<file path="src/hdl/pse_pkg.sv">
// Shared types and constants of the postfix stack evaluator.
package pse_pkg;

	// ASCII codes of the accepted symbols
	localparam logic [7:0] CH_0     = 8'h30;
	localparam logic [7:0] CH_9     = 8'h39;
	localparam logic [7:0] CH_PLUS  = 8'h2B;
	localparam logic [7:0] CH_MINUS = 8'h2D;
	localparam logic [7:0] CH_MUL   = 8'h2A;
	localparam logic [7:0] CH_DIV   = 8'h2F;

	// result status codes
	localparam logic [2:0] STAT_OK    = 3'd0;
	localparam logic [2:0] STAT_UNDER = 3'd1;
	localparam logic [2:0] STAT_OVER  = 3'd2;
	localparam logic [2:0] STAT_DIVZ  = 3'd3;
	localparam logic [2:0] STAT_BAD   = 3'd4;

	// data width of a stack entry and quotient step count
	localparam int unsigned DATA_W = 32;

	typedef enum logic [1:0] {
		OP_ADD = 2'd0,
		OP_SUB = 2'd1,
		OP_MUL = 2'd2,
		OP_DIV = 2'd3
	} op_t;

	typedef enum logic [4:0] {
		S_IDLE   = 5'b00001,
		S_EXEC   = 5'b00010,
		S_DIV    = 5'b00100,
		S_DFIX   = 5'b01000,
		S_FINISH = 5'b10000
	} state_t;

	// input item
	typedef struct packed {
		logic [7:0] symbol;
		logic       last_symbol;
	} sym_t;

	// result item
	typedef struct packed {
		logic signed [31:0] value;
		logic [2:0]         status;
	} res_t;

endpackage

</file>
<file path="src/hdl/pse_stream_if.sv">
// Valid/ready stream interface that carries one item per handshake.
interface pse_stream_if #(
	parameter type payload_t = logic
) ();
	logic     valid;
	logic     ready;
	payload_t payload;

	modport source (output valid, output payload, input ready);
	modport sink (input valid, input payload, output ready);
endinterface

</file>
<file path="src/hdl/postfix_stack_evaluator.sv">
// Postfix expression evaluator: operand stack, shared add/subtract unit, serial divider.
//
// Takes one ASCII symbol per item; the item with last_symbol set closes the
// expression and yields one result (value, status), after which the stack and
// the latched error are cleared. A digit is handled in S_IDLE alone; + - *
// read the second stack entry into a register, then execute in S_EXEC; a /
// does setup in S_EXEC, 32 restoring quotient steps through the shared
// subtractor in S_DIV and the sign fix in S_DFIX. S_FINISH loads the output
// register, which holds the result while the block goes on taking items; the
// next last symbol waits there if that result has not been taken yet. The top
// of stack lives in a register, the entries below it in a memory of
// STACK_DEPTH words that needs no clearing after reset. Errors: underflow on
// too few operands or an empty stack at the end, overflow when a digit finds
// the stack full, divide by zero, bad symbol; the first one is latched and
// reported with value 0.
module postfix_stack_evaluator #(
	parameter int unsigned STACK_DEPTH = 64
) (
	input  logic         clk,
	input  logic         arst_n,
	pse_stream_if.sink   symbols,
	pse_stream_if.source results
);
	import pse_pkg::*;

	localparam int unsigned AW = (STACK_DEPTH > 1) ? $clog2(STACK_DEPTH) : 1;
	localparam int unsigned CW = $clog2(STACK_DEPTH + 1);
	localparam logic [CW-1:0] DEPTH_C = CW'(STACK_DEPTH);
	localparam logic [CW-1:0] ONE_C   = CW'(1);
	localparam logic [CW-1:0] TWO_C   = CW'(2);

	state_t          state_q;
	logic [CW-1:0]   count_q;
	logic [2:0]      err_q;
	logic            last_q;
	op_t             op_q;
	logic [4:0]      step_q;
	logic            qneg_q;
	logic            out_valid_q;
	res_t            res_q;

	logic [DATA_W-1:0] tos_q;
	logic [DATA_W-1:0] rd_q;
	logic [DATA_W-1:0] quo_q;
	logic [DATA_W-1:0] rem_q;
	logic [DATA_W-1:0] mb_q;
	logic [DATA_W-1:0] stack_mem [STACK_DEPTH];

	sym_t   in_item;
	logic   accept;
	logic   is_digit;
	logic   is_op;
	op_t    dec_op;
	logic   push_we;
	logic   rd_en;
	logic [AW-1:0] wr_addr;
	logic [AW-1:0] rd_addr;
	logic [CW-1:0] count_m1;
	logic [CW-1:0] count_m2;
	logic   out_free;

	logic [DATA_W:0]     alu_x;
	logic [DATA_W:0]     alu_y;
	logic                alu_sub;
	logic [DATA_W:0]     alu_r;
	logic [DATA_W:0]     rem_sh;
	logic [DATA_W-1:0]   mul_p;
	logic [DATA_W-1:0]   mag_a;
	logic [DATA_W-1:0]   mag_b;

	assign in_item = symbols.payload;
	assign symbols.ready = (state_q == S_IDLE);
	assign accept = symbols.valid && symbols.ready;
	assign results.valid = out_valid_q;
	assign results.payload = res_q;
	assign out_free = !out_valid_q || results.ready;

	// symbol decode
	always_comb begin
		is_digit = (in_item.symbol >= CH_0) && (in_item.symbol <= CH_9);
		is_op = 1'b1;
		dec_op = OP_ADD;
		case (in_item.symbol)
			CH_PLUS:  dec_op = OP_ADD;
			CH_MINUS: dec_op = OP_SUB;
			CH_MUL:   dec_op = OP_MUL;
			CH_DIV:   dec_op = OP_DIV;
			default:  is_op = 1'b0;
		endcase
	end

	// stack addresses: entry count-1 takes the old top on a push,
	// entry count-2 is the second operand
	assign count_m1 = count_q - ONE_C;
	assign count_m2 = count_q - TWO_C;
	assign wr_addr = count_m1[AW-1:0];
	assign rd_addr = count_m2[AW-1:0];
	assign push_we = accept && (err_q == STAT_OK) && is_digit
		&& (count_q != DEPTH_C) && (count_q != '0);
	assign rd_en = accept && (err_q == STAT_OK) && is_op && (count_q >= TWO_C);

	// shared add/subtract unit
	assign rem_sh = {rem_q, quo_q[DATA_W-1]};
	always_comb begin
		alu_x = {1'b0, rd_q};
		alu_y = {1'b0, tos_q};
		alu_sub = (op_q == OP_SUB);
		case (state_q)
			S_DIV: begin
				alu_x = rem_sh;
				alu_y = {1'b0, mb_q};
				alu_sub = 1'b1;
			end
			S_DFIX: begin
				alu_x = '0;
				alu_y = {1'b0, quo_q};
				alu_sub = 1'b1;
			end
			default: ;
		endcase
		alu_r = alu_sub ? (alu_x + ~alu_y + (DATA_W+1)'(1)) : (alu_x + alu_y);
	end

	assign mul_p = rd_q * tos_q;
	assign mag_a = rd_q[DATA_W-1] ? (~rd_q + DATA_W'(1)) : rd_q;
	assign mag_b = tos_q[DATA_W-1] ? (~tos_q + DATA_W'(1)) : tos_q;

	// operand memory
	always_ff @(posedge clk) begin
		if (push_we)
			stack_mem[wr_addr] <= tos_q;
		if (rd_en)
			rd_q <= stack_mem[rd_addr];
	end

	// datapath registers
	always_ff @(posedge clk) begin
		case (state_q)
			S_IDLE: begin
				if (push_we || (accept && (err_q == STAT_OK) && is_digit
					&& (count_q == '0)))
					tos_q <= {{(DATA_W-4){1'b0}}, in_item.symbol[3:0]};
			end
			S_EXEC: begin
				case (op_q)
					OP_ADD, OP_SUB: tos_q <= alu_r[DATA_W-1:0];
					OP_MUL:         tos_q <= mul_p;
					default: begin
						quo_q <= mag_a;
						rem_q <= '0;
						mb_q <= mag_b;
					end
				endcase
			end
			S_DIV: begin
				if (!alu_r[DATA_W]) begin
					rem_q <= alu_r[DATA_W-1:0];
					quo_q <= {quo_q[DATA_W-2:0], 1'b1};
				end else begin
					rem_q <= rem_sh[DATA_W-1:0];
					quo_q <= {quo_q[DATA_W-2:0], 1'b0};
				end
			end
			S_DFIX: begin
				tos_q <= qneg_q ? alu_r[DATA_W-1:0] : quo_q;
			end
			S_FINISH: begin
				if (out_free) begin
					if (err_q != STAT_OK) begin
						res_q.value <= '0;
						res_q.status <= err_q;
					end else if (count_q == '0) begin
						res_q.value <= '0;
						res_q.status <= STAT_UNDER;
					end else begin
						res_q.value <= tos_q;
						res_q.status <= STAT_OK;
					end
				end
			end
			default: ;
		endcase
	end

	// sequencer
	always_ff @(posedge clk or negedge arst_n) begin
		if (!arst_n) begin
			state_q <= S_IDLE;
			count_q <= '0;
			err_q <= STAT_OK;
			last_q <= 1'b0;
			op_q <= OP_ADD;
			step_q <= '0;
			qneg_q <= 1'b0;
			out_valid_q <= 1'b0;
		end else begin
			// output register: loaded at the end of an expression, freed when taken
			if ((state_q == S_FINISH) && out_free)
				out_valid_q <= 1'b1;
			else if (results.ready)
				out_valid_q <= 1'b0;
			case (state_q)
				S_IDLE: begin
					if (accept) begin
						last_q <= in_item.last_symbol;
						op_q <= dec_op;
						if ((err_q == STAT_OK) && is_op && (count_q >= TWO_C))
							state_q <= S_EXEC;
						else if (in_item.last_symbol)
							state_q <= S_FINISH;
						if (err_q == STAT_OK) begin
							if (is_digit) begin
								if (count_q == DEPTH_C)
									err_q <= STAT_OVER;
								else
									count_q <= count_q + ONE_C;
							end else if (is_op) begin
								if (count_q < TWO_C)
									err_q <= STAT_UNDER;
							end else begin
								err_q <= STAT_BAD;
							end
						end
					end
				end
				S_EXEC: begin
					if (op_q == OP_DIV) begin
						if (tos_q == '0) begin
							err_q <= STAT_DIVZ;
							state_q <= last_q ? S_FINISH : S_IDLE;
						end else begin
							qneg_q <= rd_q[DATA_W-1] ^ tos_q[DATA_W-1];
							step_q <= '0;
							state_q <= S_DIV;
						end
					end else begin
						count_q <= count_m1;
						state_q <= last_q ? S_FINISH : S_IDLE;
					end
				end
				S_DIV: begin
					step_q <= step_q + 5'd1;
					if (step_q == 5'd31)
						state_q <= S_DFIX;
				end
				S_DFIX: begin
					count_q <= count_m1;
					state_q <= last_q ? S_FINISH : S_IDLE;
				end
				S_FINISH: begin
					if (out_free) begin
						count_q <= '0;
						err_q <= STAT_OK;
						state_q <= S_IDLE;
					end
				end
				default: state_q <= S_IDLE;
			endcase
		end
	end

	// stack never holds more than its depth
	a_count_bound: assert property (@(posedge clk) disable iff (!arst_n)
		count_q <= DEPTH_C)
		else $error("stack count above depth");

	// the divider never runs on a zero divisor
	a_div_nonzero: assert property (@(posedge clk) disable iff (!arst_n)
		(state_q == S_DIV) |-> (mb_q != '0))
		else $error("divider started with zero divisor");

	// a finished expression leaves a result and an empty stack
	a_finish_result: assert property (@(posedge clk) disable iff (!arst_n)
		((state_q == S_FINISH) && out_free) |=>
		(out_valid_q && (count_q == '0) && (err_q == STAT_OK)))
		else $error("expression end did not load result or clear stack");

	// an operator is only executed with two operands held
	a_exec_operands: assert property (@(posedge clk) disable iff (!arst_n)
		(state_q == S_EXEC) |-> (count_q >= TWO_C))
		else $error("operator executed with fewer than two operands");

endmodule

</file>
<file path="src/flat_wrapper.sv">
// flat-port wrapper written by rule: the top's interface ports become plain ports
module postfix_stack_evaluator_flat import pse_pkg::*;
#(
	parameter int unsigned STACK_DEPTH = 64
)
  (clk, arst_n, symbols_valid, symbols_payload, symbols_ready, results_valid, results_payload, results_ready);
  pse_stream_if #(.payload_t(sym_t)) symbols_i ();
  pse_stream_if #(.payload_t(res_t)) results_i ();
  input  logic clk;
  input  logic arst_n;
  input wire logic [$bits(symbols_i.valid)-1:0] symbols_valid;
  input wire logic [$bits(symbols_i.payload)-1:0] symbols_payload;
  output wire logic [$bits(symbols_i.ready)-1:0] symbols_ready;
  output wire logic [$bits(results_i.valid)-1:0] results_valid;
  output wire logic [$bits(results_i.payload)-1:0] results_payload;
  input wire logic [$bits(results_i.ready)-1:0] results_ready;
  assign symbols_i.valid = symbols_valid;
  assign symbols_i.payload = symbols_payload;
  assign symbols_ready = symbols_i.ready;
  assign results_valid = results_i.valid;
  assign results_payload = results_i.payload;
  assign results_i.ready = results_ready;
  postfix_stack_evaluator #(.STACK_DEPTH(STACK_DEPTH)) u_core (.clk(clk), .arst_n(arst_n), .symbols(symbols_i), .results(results_i));
endmodule
</file>
<file path="config.mk">
export PLATFORM = sky130hd
export DESIGN_NAME = postfix_stack_evaluator_flat
export DESIGN_NICKNAME = d
export VERILOG_FILES = /design/src/hdl/pse_pkg.sv /design/src/hdl/pse_stream_if.sv /design/src/hdl/postfix_stack_evaluator.sv /design/src/flat_wrapper.sv
export SDC_FILE = /design/constraint.sdc
export NUM_CORES = 2
export LEC_CHECK = 0
export ABC_AREA = 1
export CAP_MARGIN = 20
export CORE_UTILIZATION = 46
export DETAILED_ROUTE_END_ITERATION = 16
export DONT_BUFFER_PORTS = 1
export SLEW_MARGIN = 20
export SYNTH_ARGS = -nofsm -noshare
export SYNTH_HDL_FRONTEND = slang
export SYNTH_SLANG_ARGS = --single-unit
</file>
<file path="constraint.sdc">
create_clock -name clk -period 7.4 [get_ports clk]
set_input_delay 2.22 -clock clk [delete_from_list [all_inputs] [get_ports clk]]
set_output_delay 2.22 -clock clk [all_outputs]
set_load 0.03 [all_outputs]
</file>
[After elaboration in Yosys (flattened, before gate mapping)]
Memory sizes are Yosys's and may differ from the RTL's. A register that Yosys moved wholly into a read port is not among the register bits.
Index checks and enable logic that the tools add are counted.
Storage, ports and cells
  bits in writable memories: 2048
  memories: 1
  output and inout port bits: 37
  input bits: 13
  register bits: 188
Memories
  u_core.stack_mem: words 64, width 32, rd ports 1, clocked after Yosys merged registers in 1, wr ports 1, RTL line postfix_stack_evaluator.sv:47  | logic [DATA_W-1:0] stack_mem [STACK_DEPTH];
Operators by class
  magnitude comparators: 4
  reduce and logical (&&, ||, !) cells: 41
  add/sub/neg operators: 9
  mux-type cells: 53
  $mul: 1
  bitwise gates (word level): 6
  equality and inequality tests: 31
Operators by type and width (number)
  $pmux 32 s2: 4
  $mux 32: 6
  $pmux 32 s3: 1
  $pmux 33 s2: 1
  $add 32x1->32 const B: 2
  $not 32->32: 2
  $mux 5: 10
  $mux 7: 6
  $add 33x1->33 const B: 1
  $add 33x32->33: 1
  $add 33x33->33: 1
  $mux 33: 1
  $not 32->33: 1
  $eq 8x6->1 const B: 4
  $logic_not 32->1: 1
  $mul 32x32->32: 1
  $mux 31: 1
  $mux 3: 10
  $pmux 7 s4: 1
  $pmux 5 s5: 1
  $ne 2x2->1 const B: 8
  $logic_and 1x1->1: 12
  $eq 5x5->1 const B: 2
  $pmux 5 s2: 1
  41 further kinds: 66

[Longest topological paths before layout]
  depth after elaboration: 9
  mapped depth: 33
  depth with buffers taken out: 31

[Worst setup path before layout]
Ideal clock, no wire load.
  path type: register to register
  start point: reg u_core.tos_q[5]
  end point: reg u_core.tos_q[26], data pin
  clock period less this slack: 7498 ps
  stages on the path, launching flop included: 29
  path buffers: 2
  arrival time: 7237 ps
  setup slack: -98 ps
  cells stage by stage: edfxtp_1 -> clkbuf_1 -> buf_1 -> nand2_1 -> inv_1 -> fa_1 -> fa_1 -> fa_1 -> inv_1 -> fa_1 -> inv_1 -> fa_1 -> inv_1 -> fa_1 -> inv_1 -> fa_1 -> fa_1 -> ha_1 -> nand4_1 -> inv_1 -> a21oi_1 -> nand3_1 -> a21o_1 -> nand2_1 -> nand2_1 -> xnor2_1 -> nand2_1 -> nand3_1 -> o21ai_0
Between the ends
  longest elaborated chain between the ends: 7
  elaborated cells between the ends (all ways): 10
  those cells by class: 3 x add/sub; 1 x mul; 5 x mux; 1 x bitwise
Ends and longest elaborated chain
  start: declaration: RTL line postfix_stack_evaluator.sv:42  | logic [DATA_W-1:0] tos_q;
  start signal: assignment: RTL line postfix_stack_evaluator.sv:142  | tos_q <= {{(DATA_W-4){1'b0}}, in_item.symbol[3:0]};
  start signal: assignment: RTL line postfix_stack_evaluator.sv:146  | OP_ADD, OP_SUB: tos_q <= alu_r[DATA_W-1:0];
  start signal: assignment: RTL line postfix_stack_evaluator.sv:147  | OP_MUL: tos_q <= mul_p;
  $pmux 32 s2: RTL line postfix_stack_evaluator.sv:108  | case (state_q)
  $not 32->33: RTL line postfix_stack_evaluator.sv:121  | alu_r = alu_sub ? (alu_x + ~alu_y + (DATA_W+1)'(1)) : (alu_x + alu_y);
  $add 33x33->33: RTL line postfix_stack_evaluator.sv:121
  $add 33x1->33: RTL line postfix_stack_evaluator.sv:121
  $mux 33: RTL line postfix_stack_evaluator.sv:121
  $pmux 32 s2 or $mux 32 (tied branches): RTL line postfix_stack_evaluator.sv:145, postfix_stack_evaluator.sv:165
  $pmux 32 s3 *: RTL line postfix_stack_evaluator.sv:138  | case (state_q)
Every way passes the cells marked *; elsewhere a longest branch is shown, timed or not.
A chain may end at the register's enable or synchronous reset.

[Worst setup path in the final report]
  start point: reg u_core.rd_q[22] (read register of u_core.stack_mem)
  end point: reg u_core.tos_q[30], data pin
Between the ends
  longest elaborated chain between the ends: 6
  elaborated cells between the ends (all ways): 9
  those cells by class: 3 x add/sub; 1 x mul; 5 x mux
Ends and longest elaborated chain
  start: declaration: RTL line postfix_stack_evaluator.sv:43  | logic [DATA_W-1:0] rd_q;
  $pmux 33 s2: RTL line postfix_stack_evaluator.sv:108
  $add 33x33->33: RTL line postfix_stack_evaluator.sv:121
  $add 33x1->33: RTL line postfix_stack_evaluator.sv:121
  $mux 33: RTL line postfix_stack_evaluator.sv:121
  $pmux 32 s2 or $mux 32 (tied branches): RTL line postfix_stack_evaluator.sv:145, postfix_stack_evaluator.sv:165
  $pmux 32 s3 *: RTL line postfix_stack_evaluator.sv:138
Marks and branches as above.

==> reports/summary.txt <==
Status: finished, final reports clean
Core Footprint: 0.2435 mm^2
First-pass GRT wire length: 543.2 mm
Largest cells by area after synthesis: edfxtp_1 60%, fa_1 7.3%, o21ai_0 6.3%
Most common cell after layout, fill and taps aside: edfxtp_1
Clock slew at reported path FFs: 0.06 ns
DRC: 0
Design area: 0.1258 mm^2
CP Max Fanout: 9
CTS tree: yes
Clock skew: 0.1156 ns
IO Count: 50
Setup slack, reg-to-reg: 0.25 ns
Syn Inst Count: 10380
Commonest non-fill, non-tap cells in the layout: 2243 x edfxtp_1, 1682 x nor2_1, 1428 x o21ai_0, 1168 x nand2_1, 1008 x inv_1
Area post-placement: 0.1178 mm^2
Starting DRT DRC Count: 10520
Layout cells sized above 1: 0.07879
Post-synth cell types: 68
Largest net degree at the start of global routing: 179
Primary FF master, synth: edfxtp_1
H-tree depth: 4
Die Area: 0.2471 mm^2
Clock Latency Late Sink: 0.92 ns
DIE WIDTH: 497.1 um
Standard-cell rows: 181
Top cell by count, worst path: fa_1
Number of global-route vias before repair: 78450
Post-Syn Area per Cell: 10.86 um^2
Fillers: 21220
Place WS: 0.1058 ns
Max Freq: 0.1400 GHz
FF/Latch Area: 0.06799 mm^2
Initial antenna violation count: 19
DRT Wirelength: 376.4 mm
Antenna viol nets, final: 0
RSZ-0062 raised after global routing: false
Vias: 81730
Net count after synthesis: 11000
Crit-path max cell delay: 0.72 ns
Critical Path, Cell by Cell: buf_4 -> nand2_1 -> fa_1 -> inv_1 -> fa_1 -> inv_1 -> fa_1 -> fa_1 -> inv_1 -> fa_1 -> fa_1 -> fa_1 -> fa_1 -> ha_1 -> nand2_1 -> nor3_1 -> buf_4 -> nand4_1 -> o221a_2 -> nand3_1 -> nand2_1 -> o21ai_0 -> o21ai_0
Cell type with the highest aggregate area in the netlist: edfxtp_1
Initial Util: 0.4632
P&R area growth vs syn: 11.51%
DRT Pass-1 Iters: 6
Critical path capture point type: flip-flop
End of the worst hold path: u_core.results.payload[2]
CTS buffer count: 233
Total GRT Usage: 0.2997
Clk sink count: 2268
Area of the multi-input gates: 0.03869 mm^2
Critical-path top delay cell: edfxtp_1
Worst Hold Launch: u_core.err_q[2]
Final hold viol count: 0
CP Class: reg2reg
Slew Viols, Final: 0
CTS Root Buffer Type: clkbuf_16
Hold depth: 0
R2R depth: 23
Grt total ovfl: 0
Worst slew pin tran: 1.212 ns
Final min period: 7.145 ns
Synth top area share: 0.5973
Die Ht: 497.1 um
HP Class: reg2reg
# port buffers: 0
Routed vias/inst: 5.969
Mapped Area: 0.1128 mm^2
Synthesis Warnings: 0
Reg-to-Reg End: u_core.tos_q[30]
Sequential element share of the synthesized area: 0.6028
Required time worst endpoint: 8.05 ns
Period utilization: 0.9656
Synthesis-stage register bit count: 2268
EDFF count, synth: 2243
Hpwl dp: 235.7 mm
Setup slack after layout: 0.2549 ns
Worst Path Buf+Inv: 5
Max-cap violations: 0
Synth async-reset ratio: 0.01102
Cell family with most CP delay: adder cells
RR Startpoint: u_core.rd_q[22]
Setup crit start kind: flip-flop
Final net count: 10910
Worst path arrival time: 7.79 ns
Worst slew margin: 0.1895
Final setup viols: 0
DR WL/cell: 27.49 um
Clock Path Buffers: 3
Routability cong.: 0.9817
worst max path at each step:
stage / from / end / slack, ns / cells after the start
detailed placement: u_core.tos_q[15] / u_core.tos_q[30] / 0.11 / 22
global placement: u_core.tos_q[15] / u_core.tos_q[31] / 0.16 / 24
finish: u_core.rd_q[22] / u_core.tos_q[30] / 0.25 / 23
CTS: u_core.tos_q[17] / u_core.tos_q[30] / 0.12 / 21
floorplan: u_core.tos_q[6] / u_core.tos_q[26] / -0.006 / 28
global route: u_core.tos_q[2] / u_core.tos_q[30] / 0.0009 / 25
cells in the mapped netlist (26+ instances only):
cell,n
nand3_1,160
fa_1,410
nor3_1,33
xor2_1,84
inv_2,27
nand2_1,1169
edfxtp_1,2243
o32ai_1,75
inv_1,1010
buf_2,131
ha_1,198
o21ai_0,1429
nor2_1,1752
a21oi_1,194
nand4_1,26
o21ai_1,76
clkbuf_1,471
o22ai_1,597
buf_1,26
layer usage:
metal / GRT usage / vias up / wire length [um]
li1: - / 35680 / -
met4: 0.1077 / 6 / 14310
met3: 0.05235 / 665 / 36100
met2: 0.4672 / 4291 / 171800
met1: 0.4215 / 41080 / 154200
met5: 0 / - / 34
cells by family after synthesis:
| group | share of synthesized area |
|---|---|
| and+or+nand+nor | 0.1118 |
| AOI/OAI and AO/OA | 0.1232 |
| adders and majority gates | 0.09475 |
| xor gates and xnor gates | 0.007844 |
| muxes | 0.0002663 |
| DFF | 0.6028 |
| buffers and inverters | 0.05936 |
layout make-up:
type | instances | share of cell area
Multi-Input combinational cell | 6412 | 0.3076
Inverter | 1041 | 0.03134
Clock buffer | 296 | 0.04882
Timing Repair Buffer | 331 | 0.02672
Clock inverter | 136 | 0.01287
Antenna cell | 5 | 0.00009949
Sequential cell | 2268 | 0.5406
Tap cell | 3202 | 0.03186
sequential cells by signal, summed over array words and instances (netlist names):
register,flops
u_core.count_q,7
u_core.state_q,5
u_core.stack_mem,2048
u_core.rd_q,32
u_core.results.valid,1
u_core.quo_q,32
u_core.qneg_q,1
u_core.op_q,2
u_core.err_q,3
u_core.mb_q,32
u_core.step_q,5
u_core.results.payload,35
u_core.tos_q,32
u_core.rem_q,32
u_core.last_q,1
per-stage QoR:
stage                TNS (ns)    util  cells  hold WS [ns]
global placement            0  0.4840  13240        0.4886
finish                      0  0.5166  13690        0.4870
global route                0  0.5165  13690        0.4926
floorplan           -0.005798       -  10380        0.4696
detailed placement          0  0.4841  13240        0.4746
CTS                         0  0.5159  13680        0.4909
timing repair:
action | in CTS | in global routing
buffers inserted | 0 | 9
resized for setup | 0 | 6
hold buffers | 0 | 0
endpoints found under the setup margin | 0 | 10
Power is left out: the tool's default activity adds up to more than one toggle a clock period on the data nets, which glitch-free logic cannot reach.
